File: src/hw/rtl/ps2mct_pkg.sv
// Shared types, constants and the clamp function of the PS/2 mouse cursor tracker.
package ps2mct_pkg;

	localparam int CoordBits = 12;
	localparam int BoundBits = 13;
	localparam int ByteBits  = 8;
	localparam int BtnBits   = 3;
	localparam int CountBits = 32;
	localparam int InXYBits  = 12;
	localparam int SumBits   = CoordBits + 2;
	localparam int ExtBits   = ((BoundBits > CoordBits) ? BoundBits : CoordBits) + 1;

	typedef logic [CoordBits-1:0] coord_t;
	typedef logic [BoundBits-1:0] bound_t;

	localparam coord_t CoordMax = {CoordBits{1'b1}};

	localparam bound_t WidthReset  = BoundBits'(640);
	localparam bound_t HeightReset = BoundBits'(480);
	localparam coord_t PosXReset   = CoordBits'(320);
	localparam coord_t PosYReset   = CoordBits'(240);

	// Configuration register indexes
	typedef enum logic {
		REG_SCREEN_WIDTH  = 1'b0,
		REG_SCREEN_HEIGHT = 1'b1
	} reg_idx_t;

	// Byte position inside a three-byte packet
	typedef enum logic [1:0] {
		PH_FLAGS = 2'd0,
		PH_XDATA = 2'd1,
		PH_YDATA = 2'd2
	} phase_t;

	typedef enum logic {
		FUNC_RX_BYTE  = 1'b0,
		FUNC_SET_POS  = 1'b1
	} func_t;

	// Flag byte bits
	localparam int FlagSync  = 3;
	localparam int FlagXSign = 4;
	localparam int FlagYSign = 5;
	localparam int FlagXOvf  = 6;
	localparam int FlagYOvf  = 7;

	// Clamp a moved coordinate to [0, bound-1], with a zero bound pinning to 0
	// and bounds past the coordinate range saturating at its maximum.
	function automatic coord_t clamp_axis(input logic signed [SumBits-1:0] v,
			input bound_t bound);
		bound_t               bm1;
		logic [ExtBits-1:0]   bm1_ext;
		coord_t               top;
		logic signed [SumBits-1:0] top_s;
		bm1     = bound - BoundBits'(1);
		bm1_ext = ExtBits'(bm1);
		if (bound == '0) begin
			top = '0;
		end else if (bm1_ext > ExtBits'(CoordMax)) begin
			top = CoordMax;
		end else begin
			top = CoordBits'(bm1_ext);
		end
		top_s = $signed({2'b00, top});
		if (v < 0) begin
			return '0;
		end else if (v > top_s) begin
			return top;
		end else begin
			return CoordBits'(v);
		end
	endfunction

endpackage

File: src/hw/rtl/ps2mct_in_if.sv
// Input channel: one received byte or one set-position command per transaction.
interface ps2mct_in_if;
	logic                               valid;
	logic                               ready;
	logic                               func;
	logic                               from_mouse;
	logic [ps2mct_pkg::ByteBits-1:0]    data_byte;
	logic [ps2mct_pkg::InXYBits-1:0]    new_x;
	logic [ps2mct_pkg::InXYBits-1:0]    new_y;

	modport source (output valid, func, from_mouse, data_byte, new_x, new_y, input ready);
	modport sink   (input valid, func, from_mouse, data_byte, new_x, new_y, output ready);
endinterface

File: src/hw/rtl/ps2mct_out_if.sv
// Result channel: cursor state reported after each input transaction.
interface ps2mct_out_if;
	logic                               valid;
	logic                               ready;
	logic [ps2mct_pkg::CoordBits-1:0]   cursor_x;
	logic [ps2mct_pkg::CoordBits-1:0]   cursor_y;
	logic [ps2mct_pkg::BtnBits-1:0]     button_bits;
	logic                               packet_done;
	logic [ps2mct_pkg::CountBits-1:0]   event_count;

	modport source (output valid, cursor_x, cursor_y, button_bits, packet_done, event_count,
		input ready);
	modport sink   (input valid, cursor_x, cursor_y, button_bits, packet_done, event_count,
		output ready);
endinterface

File: src/hw/rtl/ps2_mouse_packet_cursor_tracker.sv
// Top level of the PS/2 mouse packet decoder and cursor tracker.
//
// Frames auxiliary-port bytes into three-byte PS/2 mouse packets and keeps a
// clamped cursor position, the latched buttons and a 32-bit count of accepted
// packets. Every input transaction yields exactly one result transaction that
// reports the state after that item. A packet starts only on a byte with the
// sync bit (bit 3) set; bytes without from_mouse are ignored; a packet with
// either overflow bit set is dropped. A set-position command (func 1) loads
// the cursor unclamped and leaves packet framing alone. Timing: an item is
// captured in the input register; when the result register is free or being
// taken, the framing and add-and-clamp logic runs and writes the state and the
// result register together, giving one item per cycle while results are taken.
// The one-item input register and the result register let a new item be taken
// while a finished result waits; ready drops only when both hold an item and
// the result is not being taken. Screen bounds reset to 640 x 480 and are written
// through cfg_we / cfg_idx / cfg_wdata; the user must do so only while the block
// is idle, unenforced by the block; bound changes do not re-clamp the cursor.
module ps2_mouse_packet_cursor_tracker (
	input  logic                              clk,
	input  logic                              arst_n,
	input  logic                              cfg_we,
	input  logic                              cfg_idx,
	input  logic [ps2mct_pkg::BoundBits-1:0]  cfg_wdata,
	ps2mct_in_if.sink                         req,
	ps2mct_out_if.source                      rsp
);

	// Configuration
	ps2mct_pkg::bound_t screen_width_q;
	ps2mct_pkg::bound_t screen_height_q;

	// Input register
	logic                                valid_s1;
	logic                                func_s1;
	logic                                from_mouse_s1;
	logic [ps2mct_pkg::ByteBits-1:0]     data_byte_s1;
	logic [ps2mct_pkg::InXYBits-1:0]     new_x_s1;
	logic [ps2mct_pkg::InXYBits-1:0]     new_y_s1;

	// Tracker state
	ps2mct_pkg::phase_t                  phase_q;
	ps2mct_pkg::phase_t                  phase_nxt;
	logic [ps2mct_pkg::ByteBits-1:0]     flags_q;
	logic [ps2mct_pkg::ByteBits-1:0]     xbyte_q;
	ps2mct_pkg::coord_t                  pos_x_q;
	ps2mct_pkg::coord_t                  pos_y_q;
	logic [ps2mct_pkg::BtnBits-1:0]      buttons_q;
	logic [ps2mct_pkg::CountBits-1:0]    count_q;

	// Next-state values
	logic                                flags_ld;
	logic                                xbyte_ld;
	logic                                pkt_ok;
	ps2mct_pkg::coord_t                  pos_x_nxt;
	ps2mct_pkg::coord_t                  pos_y_nxt;
	logic [ps2mct_pkg::BtnBits-1:0]      buttons_nxt;
	logic [ps2mct_pkg::CountBits-1:0]    count_nxt;

	// Movement arithmetic
	logic signed [8:0]                   dx;
	logic signed [8:0]                   dy;
	logic signed [ps2mct_pkg::SumBits-1:0] sum_x;
	logic signed [ps2mct_pkg::SumBits-1:0] sum_y;

	// Result register
	logic                                valid_s2;
	logic                                done_s2;

	logic                                advance;
	logic                                mouse_byte;

	// Advance the input register into the result register when the result
	// slot is empty or its content is being taken this cycle.
	assign advance    = valid_s1 && (!valid_s2 || rsp.ready);
	assign req.ready  = !valid_s1 || advance;
	assign mouse_byte = (func_s1 == ps2mct_pkg::FUNC_RX_BYTE) && from_mouse_s1;

	always_ff @(posedge clk or negedge arst_n) begin
		if (!arst_n) begin
			screen_width_q  <= ps2mct_pkg::WidthReset;
			screen_height_q <= ps2mct_pkg::HeightReset;
		end else if (cfg_we) begin
			case (cfg_idx)
				ps2mct_pkg::REG_SCREEN_WIDTH:  screen_width_q  <= cfg_wdata;
				ps2mct_pkg::REG_SCREEN_HEIGHT: screen_height_q <= cfg_wdata;
				default: ;
			endcase
		end
	end

	// Capture the incoming transaction
	always_ff @(posedge clk or negedge arst_n) begin
		if (!arst_n) begin
			valid_s1 <= 1'b0;
		end else if (req.ready) begin
			valid_s1 <= req.valid;
		end
	end

	always_ff @(posedge clk) begin
		if (req.valid && req.ready) begin
			func_s1       <= req.func;
			from_mouse_s1 <= req.from_mouse;
			data_byte_s1  <= req.data_byte;
			new_x_s1      <= req.new_x;
			new_y_s1      <= req.new_y;
		end
	end

	// Packet framing: next phase
	always_comb begin
		phase_nxt = phase_q;
		if (mouse_byte) begin
			case (phase_q)
				ps2mct_pkg::PH_XDATA: phase_nxt = ps2mct_pkg::PH_YDATA;
				ps2mct_pkg::PH_YDATA: phase_nxt = ps2mct_pkg::PH_FLAGS;
				default: begin
					// hunt for a sync byte; the unused code behaves as the flags phase
					if (data_byte_s1[ps2mct_pkg::FlagSync]) begin
						phase_nxt = ps2mct_pkg::PH_XDATA;
					end else begin
						phase_nxt = ps2mct_pkg::PH_FLAGS;
					end
				end
			endcase
		end
	end

	// Packet framing: load strobes
	always_comb begin
		flags_ld = 1'b0;
		xbyte_ld = 1'b0;
		pkt_ok   = 1'b0;
		if (mouse_byte) begin
			case (phase_q)
				ps2mct_pkg::PH_XDATA: xbyte_ld = 1'b1;
				ps2mct_pkg::PH_YDATA: pkt_ok = !flags_q[ps2mct_pkg::FlagXOvf] &&
					!flags_q[ps2mct_pkg::FlagYOvf];
				default: flags_ld = data_byte_s1[ps2mct_pkg::FlagSync];
			endcase
		end
	end

	// 9-bit two's-complement deltas; screen Y grows downward, so subtract dy
	assign dx    = $signed({flags_q[ps2mct_pkg::FlagXSign], xbyte_q});
	assign dy    = $signed({flags_q[ps2mct_pkg::FlagYSign], data_byte_s1});
	assign sum_x = $signed({2'b00, pos_x_q}) + ps2mct_pkg::SumBits'(dx);
	assign sum_y = $signed({2'b00, pos_y_q}) - ps2mct_pkg::SumBits'(dy);

	always_comb begin
		pos_x_nxt   = pos_x_q;
		pos_y_nxt   = pos_y_q;
		buttons_nxt = buttons_q;
		count_nxt   = count_q;
		if (func_s1 == ps2mct_pkg::FUNC_SET_POS) begin
			pos_x_nxt = ps2mct_pkg::CoordBits'(new_x_s1);
			pos_y_nxt = ps2mct_pkg::CoordBits'(new_y_s1);
		end else if (pkt_ok) begin
			pos_x_nxt   = ps2mct_pkg::clamp_axis(sum_x, screen_width_q);
			pos_y_nxt   = ps2mct_pkg::clamp_axis(sum_y, screen_height_q);
			buttons_nxt = flags_q[ps2mct_pkg::BtnBits-1:0];
			count_nxt   = count_q + ps2mct_pkg::CountBits'(1);
		end
	end

	// Commit state; the state registers double as the result payload
	always_ff @(posedge clk or negedge arst_n) begin
		if (!arst_n) begin
			phase_q   <= ps2mct_pkg::PH_FLAGS;
			flags_q   <= '0;
			xbyte_q   <= '0;
			pos_x_q   <= ps2mct_pkg::PosXReset;
			pos_y_q   <= ps2mct_pkg::PosYReset;
			buttons_q <= '0;
			count_q   <= '0;
			valid_s2  <= 1'b0;
			done_s2   <= 1'b0;
		end else begin
			if (advance) begin
				phase_q   <= phase_nxt;
				pos_x_q   <= pos_x_nxt;
				pos_y_q   <= pos_y_nxt;
				buttons_q <= buttons_nxt;
				count_q   <= count_nxt;
				done_s2   <= pkt_ok && (func_s1 == ps2mct_pkg::FUNC_RX_BYTE);
				if (flags_ld) begin
					flags_q <= data_byte_s1;
				end
				if (xbyte_ld) begin
					xbyte_q <= data_byte_s1;
				end
			end
			if (advance) begin
				valid_s2 <= 1'b1;
			end else if (rsp.ready) begin
				valid_s2 <= 1'b0;
			end
		end
	end

	assign rsp.valid       = valid_s2;
	assign rsp.cursor_x    = pos_x_q;
	assign rsp.cursor_y    = pos_y_q;
	assign rsp.button_bits = buttons_q;
	assign rsp.packet_done = done_s2;
	assign rsp.event_count = count_q;

`ifndef ASSERT_OFF
	// The packet count moves exactly when the committed item completed a packet
	a_count_tracks_done: assert property (@(posedge clk) disable iff (!arst_n)
		advance |=> (done_s2 == (count_q != $past(count_q))))
		else $error("event count and packet_done disagree");

	// Hold the reported cursor while a result is stalled
	a_stall_holds_state: assert property (@(posedge clk) disable iff (!arst_n)
		(valid_s2 && !rsp.ready) |=> ($stable(pos_x_q) && $stable(pos_y_q) &&
			$stable(count_q)))
		else $error("tracker state changed under a stalled result");

	// A completed packet always leaves framing back at the flags phase
	a_done_resyncs: assert property (@(posedge clk) disable iff (!arst_n)
		(advance && pkt_ok) |=> (phase_q == ps2mct_pkg::PH_FLAGS))
		else $error("framing not reset after packet");
`endif

endmodule
File: src/flat_wrapper.sv
// flat-port wrapper written by rule: the top's interface ports become plain ports
module ps2_mouse_packet_cursor_tracker_flat 
  (clk, arst_n, cfg_we, cfg_idx, cfg_wdata, req_valid, req_func, req_from_mouse, req_data_byte, req_new_x, req_new_y, req_ready, rsp_valid, rsp_cursor_x, rsp_cursor_y, rsp_button_bits, rsp_packet_done, rsp_event_count, rsp_ready);
  ps2mct_in_if req_i ();
  ps2mct_out_if rsp_i ();
  input  logic clk;
  input  logic arst_n;
  input  logic cfg_we;
  input  logic cfg_idx;
  input  logic [ps2mct_pkg::BoundBits-1:0] cfg_wdata;
  input wire logic [$bits(req_i.valid)-1:0] req_valid;
  input wire logic [$bits(req_i.func)-1:0] req_func;
  input wire logic [$bits(req_i.from_mouse)-1:0] req_from_mouse;
  input wire logic [$bits(req_i.data_byte)-1:0] req_data_byte;
  input wire logic [$bits(req_i.new_x)-1:0] req_new_x;
  input wire logic [$bits(req_i.new_y)-1:0] req_new_y;
  output wire logic [$bits(req_i.ready)-1:0] req_ready;
  output wire logic [$bits(rsp_i.valid)-1:0] rsp_valid;
  output wire logic [$bits(rsp_i.cursor_x)-1:0] rsp_cursor_x;
  output wire logic [$bits(rsp_i.cursor_y)-1:0] rsp_cursor_y;
  output wire logic [$bits(rsp_i.button_bits)-1:0] rsp_button_bits;
  output wire logic [$bits(rsp_i.packet_done)-1:0] rsp_packet_done;
  output wire logic [$bits(rsp_i.event_count)-1:0] rsp_event_count;
  input wire logic [$bits(rsp_i.ready)-1:0] rsp_ready;
  assign req_i.valid = req_valid;
  assign req_i.func = req_func;
  assign req_i.from_mouse = req_from_mouse;
  assign req_i.data_byte = req_data_byte;
  assign req_i.new_x = req_new_x;
  assign req_i.new_y = req_new_y;
  assign req_ready = req_i.ready;
  assign rsp_valid = rsp_i.valid;
  assign rsp_cursor_x = rsp_i.cursor_x;
  assign rsp_cursor_y = rsp_i.cursor_y;
  assign rsp_button_bits = rsp_i.button_bits;
  assign rsp_packet_done = rsp_i.packet_done;
  assign rsp_event_count = rsp_i.event_count;
  assign rsp_i.ready = rsp_ready;
  ps2_mouse_packet_cursor_tracker u_core (.clk(clk), .arst_n(arst_n), .cfg_we(cfg_we), .cfg_idx(cfg_idx), .cfg_wdata(cfg_wdata), .req(req_i), .rsp(rsp_i));
endmodule
File: config.mk
export PLATFORM = sky130hd
export DESIGN_NAME = ps2_mouse_packet_cursor_tracker_flat
export DESIGN_NICKNAME = d
export VERILOG_FILES = /design/src/hw/rtl/ps2mct_pkg.sv /design/src/hw/rtl/ps2mct_in_if.sv /design/src/hw/rtl/ps2mct_out_if.sv /design/src/hw/rtl/ps2_mouse_packet_cursor_tracker.sv /design/src/flat_wrapper.sv
export SDC_FILE = /design/constraint.sdc
export NUM_CORES = 1
export LEC_CHECK = 0
export BUFFER_PORTS_ARGS = -buffer_cell sky130_fd_sc_hd__buf_2
export CAP_MARGIN = 20
export CORE_MARGIN = 10
export CORE_UTILIZATION = 35
export CTS_BUF_LIST = sky130_fd_sc_hd__clkbuf_8
export CTS_CLUSTER_SIZE = 28
export DETAILED_ROUTE_END_ITERATION = 10
export PLACE_DENSITY_LB_ADDON = 0.1
export SLEW_MARGIN = 30
export SYNTH_ARGS = -nofsm -noshare
export SYNTH_HDL_FRONTEND = slang
export SYNTH_SLANG_ARGS = --single-unit
File: constraint.sdc
create_clock -name clk -period 5.6 [get_ports clk]
set_clock_uncertainty 0.2 [all_clocks]
set_input_delay 0 -clock clk [delete_from_list [all_inputs] [get_ports clk]]
set_output_delay 0 -clock clk [all_outputs]
set_load 0.01 [all_outputs]
Yosys cells after proc, flatten, opt, wreduce, memory -nomap -nowiden

Index checks and enable logic that the tools add are counted.
Widths: inputs -> output; s select.

Word-level logic and storage cells: 81
Register bits: 140
Bits in latches: 0
Memories: 0
RAM bits: 0
Output and inout bits: 62
Memory bits (read-only): 0
Bits of input ports: 53

Add/subtract/negate cells: 5
Multiply operators: 0
Shift-type cells: 0
Reductions and logical operators: 23
Equality and inequality tests: 2
Muxes and demuxes: 26
Bitwise gates (word level): 2
$lt $le $gt $ge: 6
Div/mod/pow operators: 0

Operator list:

| kind                  | count |
|---|---|
| $mux 12               | 16 |
| $add 32x1->32 const B | 1 |
| $gt 14x13->1          | 2 |
| $lt 14x1->1 const B   | 2 |
| $gt 13x12->1 const B  | 2 |
| $logic_not 13->1      | 2 |
| $sub 13x1->13 const B | 2 |
| $add 13x9->14         | 1 |
| $sub 13x9->14         | 1 |
| $reduce_and 2->1      | 6 |
| $mux 1                | 9 |
| $logic_and 1x1->1     | 5 |
| $logic_not 1->1       | 4 |
| $pmux 2 s2            | 1 |
| $reduce_bool 2->1     | 2 |
| $reduce_and 3->1      | 1 |
| $eq 2x1->1 const B    | 1 |
| $eq 2x2->1 const B    | 1 |
| $logic_or 1x1->1      | 2 |
| $not 1->1             | 2 |
| $reduce_or 2->1       | 1 |

Depth between registers and ports, before layout

Gate-level depths: netlist of the first run.

Depth in word-level cells: 11
Gate-level depth with buffers: 19
Gate-level depth less buffers: 18

Worst setup path after synthesis of the first run

OpenSTA, ideal clock, no wires.

Path type: register -> register
Start point: reg u_core.screen_width_q[6]
End point: reg u_core.pos_x_q[8], in the netlist u_core.rsp.cursor_x[8]
Stages on the path, launching flop included: 17
Library setup time: 0.082 ns
Clock period less this slack: 4.554 ns
Arrival time: 4.272 ns
Data required time: 5.318 ns
Path slack: 1.046 ns
Path buffers: 2
Cell sequence: dfrtp_1 > buf_6 > or4_4 > or3_1 > a2111o_1 > a2111oi_4 > nor3_2 > ha_1 > a21o_1 > a21oi_1 > o221ai_1 > a211o_1 > a21oi_1 > o21ai_0 > o21a_1 > clkbuf_1 > o211ai_1

Longest elaborated chain between the ends: 11
Elaborated cells on any way between the ends: 12
Those cells by class: add/sub (1); order compare (2); mux (8); reduce/logical (1)

Ends and longest elaborated chain:

| what                     | line                                   | RTL |
|---|---|---|
| start: declaration       | ps2_mouse_packet_cursor_tracker.sv:29  | `ps2mct_pkg::bound_t screen_width_q;` |
| start signal: assignment | ps2_mouse_packet_cursor_tracker.sv:80  | `screen_width_q <= ps2mct_pkg::WidthReset;` |
| start signal: assignment | ps2_mouse_packet_cursor_tracker.sv:84  | `ps2mct_pkg::REG_SCREEN_WIDTH: screen_width_q <= cfg_wdata;` |
| $sub 13x1->13            | ps2mct_pkg.sv:56                       | `bm1 = bound - BoundBits'(1);` |
| $gt 13x12->1             | ps2mct_pkg.sv:60                       | `end else if (bm1_ext > ExtBits'(CoordMax)) begin` |
| $mux 12                  | ps2mct_pkg.sv:60                       |  |
| $mux 12 (*)              | ps2mct_pkg.sv:58                       | `if (bound == '0) begin` |
| $mux 12 (*)              | ps2_mouse_packet_cursor_tracker.sv:158 | `end else if (pkt_ok) begin` |
| $mux 12 (*)              | ps2_mouse_packet_cursor_tracker.sv:155 | `if (func_s1 == ps2mct_pkg::FUNC_SET_POS) begin` |
| $gt 14x13->1             | ps2mct_pkg.sv:68                       | `end else if (v > top_s) begin` |
| $mux 12 (*)              | ps2mct_pkg.sv:68                       |  |
| $mux 12 (*)              | ps2mct_pkg.sv:66                       | `if (v < 0) begin` |
| $mux 12 (*)              | ps2_mouse_packet_cursor_tracker.sv:158 |  |
| $mux 12 (*)              | ps2_mouse_packet_cursor_tracker.sv:155 |  |
| end signal: assignment   | ps2_mouse_packet_cursor_tracker.sv:172 | `pos_x_q <= ps2mct_pkg::PosXReset;` |
| end signal: assignment   | ps2_mouse_packet_cursor_tracker.sv:181 | `pos_x_q <= pos_x_nxt;` |
| end: declaration         | ps2_mouse_packet_cursor_tracker.sv:45  | `ps2mct_pkg::coord_t pos_x_q;` |

Every way passes the cells marked *; elsewhere a longest branch is shown, timed or not. The select of a mux whose other input is x is not followed.
A chain may end at the register's enable or synchronous reset.

Worst setup path in the final report of the first run

Start point: reg u_core.screen_width_q[0]
End point: reg u_core.pos_x_q[1], in the netlist u_core.rsp.cursor_x[1]

The elaborated chain is that of the path after synthesis.

==> flow_metrics.env, run 1 <==
export IMPL_status="finished clean"
export IMPL_synth_edf_count=34
export IMPL_grt_usage=0.157
export IMPL_required_ps=5760
export IMPL_period_share=0.893
export IMPL_syn_instance_count=859
export IMPL_max_freq_mhz=200
export IMPL_synth_seq_area_share=0.440
export IMPL_p_leak_uw=0.00452
export IMPL_overflow=0
export IMPL_synth_top_flop_cell="dfrtp_1"
export IMPL_crit_path_cell_trace="inv_1, ha_1, nor3b_1, nand3_1, mux2i_1, a2111oi_4, nor3_2, ha_1, a21o_1, a21oi_1, o221ai_1, a211o_1, a21oi_1, o21ai_0, buf_4, o21a_1, o211ai_1"
export IMPL_p_per_area_nw_per_um2=434
export IMPL_grt_pass1_wl_mm=38.5
export IMPL_timing_final_ws_setup_ps=597
export IMPL_p_sw_frac=0.444
export IMPL_dp_hpwl_mm=17.8
export IMPL_p_clk_frac=0.180
export IMPL_worstHoldStart="req_new_y[8]"
export IMPL_synth_area_leaders="dfrtp_1, edfxtp_1, ha_1"
export IMPL_hold_class="primary input to register"
export IMPL_cap_violations=0
export IMPL_synth_area_leader_cell="dfrtp_1"
export IMPL_nets=1144
export IMPL_antenna_found_initial=0
export IMPL_crit_family="compound AO/OA/AOI/OAI gates"
export IMPL_cts_sinks=139
export IMPL_fillCellCount=2400
export IMPL_drive_gt1_frac=0.199
export IMPL_dieArea_sq_um=30300
export IMPL_total_power_uw=4450
export IMPL_grt_max_degree=70
export IMPL_tns_ps=0
export IMPL_grt_setup_unrepaired="no"
export IMPL_synth_cell_types=64
export IMPL_synth_fp_nets=970
export IMPL_layout_common_cells="nand2_1, buf_2, dfrtp_1, dlygate4sd3_1, o21ai_0"
export IMPL_die_h_microns=174
export IMPL_min_path_cells=2
export IMPL_ant_nets=0
export IMPL_start_util=0.356
export IMPL_avgSynthCellArea_sq_um=9.69
export IMPL_avgViaCountPerCell=5.06
export IMPL_tritoncts="yes"
export IMPL_ys_seq_elements=139
export IMPL_syn_area_sq_um=8320
export IMPL_p_int_uw=2470
export IMPL_pin_count=115
export IMPL_startpoint_type="register"
export IMPL_worst_path_max_fanout=13
export IMPL_totalWireLength_mm=23.7
export IMPL_post_cts_setup_buffers=0
export IMPL_placed_cell_area_sq_um=9250
export IMPL_die_width_microns=174
export IMPL_clkTransAtPathRegs_ps=90
export IMPL_rows=56
export IMPL_wl_per_cell_microns=17.3
export IMPL_grt_pass1_vias=7056
export IMPL_holdPathEnd="u_core.new_y_s1[8]"
export IMPL_insertion_delay_ps=440
export IMPL_slowest_delay_ps=630
export IMPL_dp_slack_ps=608
export IMPL_seq_power_share=0.313
export IMPL_crit_path_end_kind="register"
export IMPL_p_comb_frac=0.507
export IMPL_clockRootBuffer="clkbuf_8"
export IMPL_port_buffer_count=114
export IMPL_timing_rr_start="u_core.screen_width_q[0]"
export IMPL_r2r_slack_ps=600
export IMPL_cts_resized=0
export IMPL_hold_violations=0
export IMPL_vias=6903
export IMPL_drtIter0Drc=274
export IMPL_ys_async_sr_fraction=0.755
export IMPL_worst_pin_slew_ps=905
export IMPL_holdWs_ps=60.2
export IMPL_numCtsBuffers=17
export IMPL_critPathKind="register to register"
export IMPL_cp_arrival_ps=5170
export IMPL_drc_errors=0
export IMPL_ff2ff_path_depth=17
export IMPL_reg2reg_to="u_core.rsp.cursor_x[1]"
export IMPL_clock_path_buffers=2
export IMPL_drtPass1Iterations=5
export IMPL_setup_viol=0
export IMPL_report_final_slew_viol_count=0
export IMPL_crit_slowest_cell="nor3b_1"
export IMPL_slew_headroom=0.385
export IMPL_final_cell_area_sq_um=10200
export IMPL_final_common_cell="nand2_1"
export IMPL_fin_crit_ps=5000
export IMPL_cts_max_level=4
export IMPL_core_sq_um=23400
export IMPL_synth_top_area_share=0.280
export IMPL_ys_warn_count=0
export IMPL_place_gp_congestion=0.881
export IMPL_hold_buffers=61
export IMPL_p_sw_uw=1980
export IMPL_num_antenna_cells=0
export IMPL_area_growth_pct=23.2
export IMPL_irDropWorstVdd_v=0.000157
export IMPL_cp_num_buf_inv=2
==> power by group through the flow <==
stage | Combinational (uW) | Clock (uW) | Sequential [uW]
floorplan | 1580 | 0 | 1380
global placement | 2210 | 0 | 1410
detailed placement | 2200 | 0 | 1410
CTS | 2260 | 833 | 1390
global route | 2540 | 885 | 1420
finish | 2260 | 803 | 1390
==> area by class of cell <==
class	count	area [sq um]	share of cell area
Clock inverter	15	143	0.0139
Tap cell	319	399	0.0389
Clock buffer	17	234	0.0228
Multi-Input combinational cell	656	4410	0.430
Sequential cell	139	3660	0.357
Inverter	34	128	0.0125
Timing Repair Buffer	185	1270	0.124
==> flip-flops by register name, summed over array words and instances, names as in the netlist, 2 cells and up <==
register / cells
u_core.new_x_s1: 12
u_core.rsp.button_bits: 3
u_core.xbyte_q: 8
u_core.screen_width_q: 13
u_core.rsp.cursor_y: 12
u_core.new_y_s1: 12
u_core.data_byte_s1: 8
u_core.rsp.event_count: 32
u_core.phase_q: 2
u_core.rsp.cursor_x: 12
u_core.flags_q: 7
u_core.screen_height_q: 13
==> cell usage after synthesis (all sizes together) (3+ instances only) <==
cell	instances
a2111oi	3
a211o	3
a211oi	3
a21boi	3
a21o	14
a21oi	31
a22oi	4
a31oi	12
and2	6
and3	11
and4	3
buf	7
clkbuf	23
dfrtp	93
dfstp	12
edfxtp	34
ha	56
inv	34
mux2	26
mux2i	3
nand2	130
nand2b	11
nand3	19
nand3b	3
nand4	20
nor2	47
nor2b	6
nor3	28
nor3b	3
nor4	8
o211ai	33
o21a	7
o21ai	59
o21bai	3
o31a	3
o31ai	5
or3	6
or4	5
xnor2	46
xor2	16
==> kinds of logic (layout without fill, tap and decap cells) <==
group           after synthesis  count (layout)  share of synthesized area
buf+inv                      64             251                     0.0301
flops                       139             139                      0.440
xor+xnor                     62              62                     0.0653
fa+ha+maj                    60              60                     0.0914
mux                          29              29                     0.0388
compound gates              194             194                      0.155
simple gates                311             311                      0.179
==> stage by stage <==
step,cells,util
floorplan,859,-
global placement,1272,0.395
detailed placement,1272,0.395
CTS,1365,0.438
global route,1365,0.438
finish,1365,0.438
==> worst max-delay path by stage <==
stage,to,cells past startpoint,slack (ps),start
detailed placement,u_core.rsp.cursor_x[5],17,610,u_core.screen_width_q[0]
global placement,u_core.rsp.cursor_x[0],17,670,u_core.screen_width_q[0]
floorplan,u_core.rsp.cursor_x[8],16,1050,u_core.screen_width_q[6]
CTS,u_core.rsp.cursor_x[5],15,620,u_core.screen_width_q[6]
global route,u_core.rsp.cursor_x[0],17,250,u_core.screen_width_q[0]
finish,u_core.rsp.cursor_x[1],17,600,u_core.screen_width_q[0]
==> per-layer routing <==
layer / part of all wire / global-route usage
met3: 0.032 / 0.0351
met4: 0.0098 / 0.0371
met2: 0.50 / 0.262
met5: 0 / 0
met1: 0.46 / 0.201
(Power assumes the default switching activity.)
==> run 2: changes to the inputs <==
clock period = 4.4 ns   (was 5.6 ns; I/O delays follow)
==> flow_metrics.env, run 2 (synthesis gave the netlist of run 1 again) <==
export IMPL_status="finished with violations"
export IMPL_violations="negative setup slack"
export IMPL_p_leak_uw=0.00486
export IMPL_drive_gt1_frac=0.274
export IMPL_port_buffer_count=114
export IMPL_grt_max_degree=48
export IMPL_num_antenna_cells=0
export IMPL_tns_ps=-276
export IMPL_totalWireLength_mm=24.7
export IMPL_area_growth_pct=31.6
export IMPL_nets=1195
export IMPL_numCtsBuffers=17
export IMPL_avgViaCountPerCell=5.07
export IMPL_vias=7174
export IMPL_cts_sinks=139
export IMPL_cts_max_level=4
export IMPL_drtPass1Iterations=5
export IMPL_layout_common_cells="nand2_1, buf_2, dfrtp_1, buf_4, dlygate4sd3_1"
export IMPL_slowest_delay_ps=530
export IMPL_grt_pass1_wl_mm=39.2
export IMPL_slew_headroom=0.474
export IMPL_report_final_slew_viol_count=0
export IMPL_drtIter0Drc=333
export IMPL_grt_usage=0.160
export IMPL_insertion_delay_ps=460
export IMPL_hold_violations=0
export IMPL_crit_slowest_cell="or4_4"
export IMPL_antenna_found_initial=0
export IMPL_required_ps=4530
export IMPL_startpoint_type="register"
export IMPL_tritoncts="yes"
export IMPL_total_power_uw=6530
export IMPL_p_per_area_nw_per_um2=596
export IMPL_die_h_microns=174
export IMPL_die_width_microns=174
export IMPL_grt_pass1_vias=7334
export IMPL_rows=56
export IMPL_critPathKind="register to register"
export IMPL_dp_hpwl_mm=18.2
export IMPL_largest_reg_flops=32
export IMPL_crit_path_cell_trace="or4_4, or3_1, a2111o_1, a2111oi_4, buf_4, a2111oi_4, ha_2, a21o_1, a21oi_2, o221ai_2, a211o_1, a21oi_4, a31oi_4, buf_6, o211ai_1, o211ai_2"
export IMPL_timing_final_ws_setup_ps=-46.2
export IMPL_start_util=0.356
export IMPL_setup_viol=10
export IMPL_dieArea_sq_um=30300
export IMPL_core_sq_um=23400
export IMPL_hold_class="primary input to register"
export IMPL_irDropWorstVdd_v=0.000245
export IMPL_wl_per_cell_microns=17.5
export IMPL_clock_path_buffers=2
export IMPL_final_common_cell="nand2_1"
export IMPL_pin_count=115
export IMPL_fin_crit_ps=4450
export IMPL_holdWs_ps=46.8
export IMPL_worst_pin_slew_ps=787
export IMPL_grt_setup_unrepaired="yes"
export IMPL_drc_errors=0
export IMPL_cp_arrival_ps=4580
export IMPL_ant_nets=0
export IMPL_period_share=1.01
export IMPL_clkTransAtPathRegs_ps=90
export IMPL_clockRootBuffer="clkbuf_8"
export IMPL_cap_violations=0
export IMPL_crit_path_end_kind="register"
export IMPL_overflow=0
export IMPL_worst_path_max_fanout=6
export IMPL_max_freq_mhz=225
export IMPL_place_gp_congestion=0.806
export IMPL_cpMostUsedCell="a2111oi_4"
[run 2: cell count changes in the layout (fill, tap and decap cells not counted), moves of 4 or more]
cell           delta
buf_4            +51
a21oi_1           -6
a21oi_2           +5
o21ai_0           -5
a31oi_1           -4
dlygate4sd3_1     -4
ha_1              -4
[run 2: area by class of cell]
class,instances,area (sq um)
Sequential cell,139,3660
Inverter,34,128
Fill cell,2293,12500
Clock inverter,13,189
Multi-Input combinational cell,657,4650
Timing Repair Buffer,235,1660
Clock buffer,19,262
Tap cell,319,399
[run 2: power by group]
part	internal (uW)	switching (uW)	leakage [uW]
Clock	654	558	0.000228
Combinational	1520	2050	0.00300
Sequential	1550	191	0.00163
[run 2: final timing paths]
| path | start | endpoint | slack, ps | depth (start not counted) |
|---|---|---|---|---|
| setup / recovery | u_core.screen_width_q[7] | u_core.rsp.cursor_x[2] | -50 | 16 |
| min in group asynchronous | arst_n | u_core.rsp.event_count[8] | 360 | 3 |
| hold reg to reg | u_core.rsp.event_count[31] | u_core.rsp.event_count[31] | 270 | 1 |
| max in group asynchronous | arst_n | u_core.screen_height_q[2] | 2660 | 4 |
| setup reg to reg | u_core.screen_width_q[7] | u_core.rsp.cursor_x[2] | -50 | 16 |
| hold / removal | req_new_x[6] | u_core.new_x_s1[6] | 50 | 2 |
[run 2: critical path: cells and delay by family (launching register included)]
kind,cells,cell delay (ps)
compound gates,11,2290
simple gates,2,890
flops,1,370
buf+inv,2,370
fa+ha+maj,1,200
[run 2: repair_timing]
item / in CTS / in global routing
buffers inserted: 0 / 12
resized for setup: 2 / 52
pin swaps: 11 / 38
setup endpoints to repair: 14 / 24
cloned: 0 / 2
hold buffers: 57 / 0
hold endpoints to repair: 122 / 0
[run 2: metal layers]
layer  GRT usage  share of wire
met5           0              0
met4      0.0438          0.014
met3      0.0286          0.030
met2       0.274           0.49
met1       0.203           0.46
[run 2: metrics by stage]
step                instance area [sq um]  utilization  worst slack [ps]  cells
floorplan                            8330            -              1.83    859
global placement                     9570        0.409             -26.8   1313
detailed placement                   9580        0.409              -128   1313
CTS                                 10600        0.453             -19.1   1402
global route                        10900        0.468              -226   1416
finish                              10900        0.468             -46.2   1416
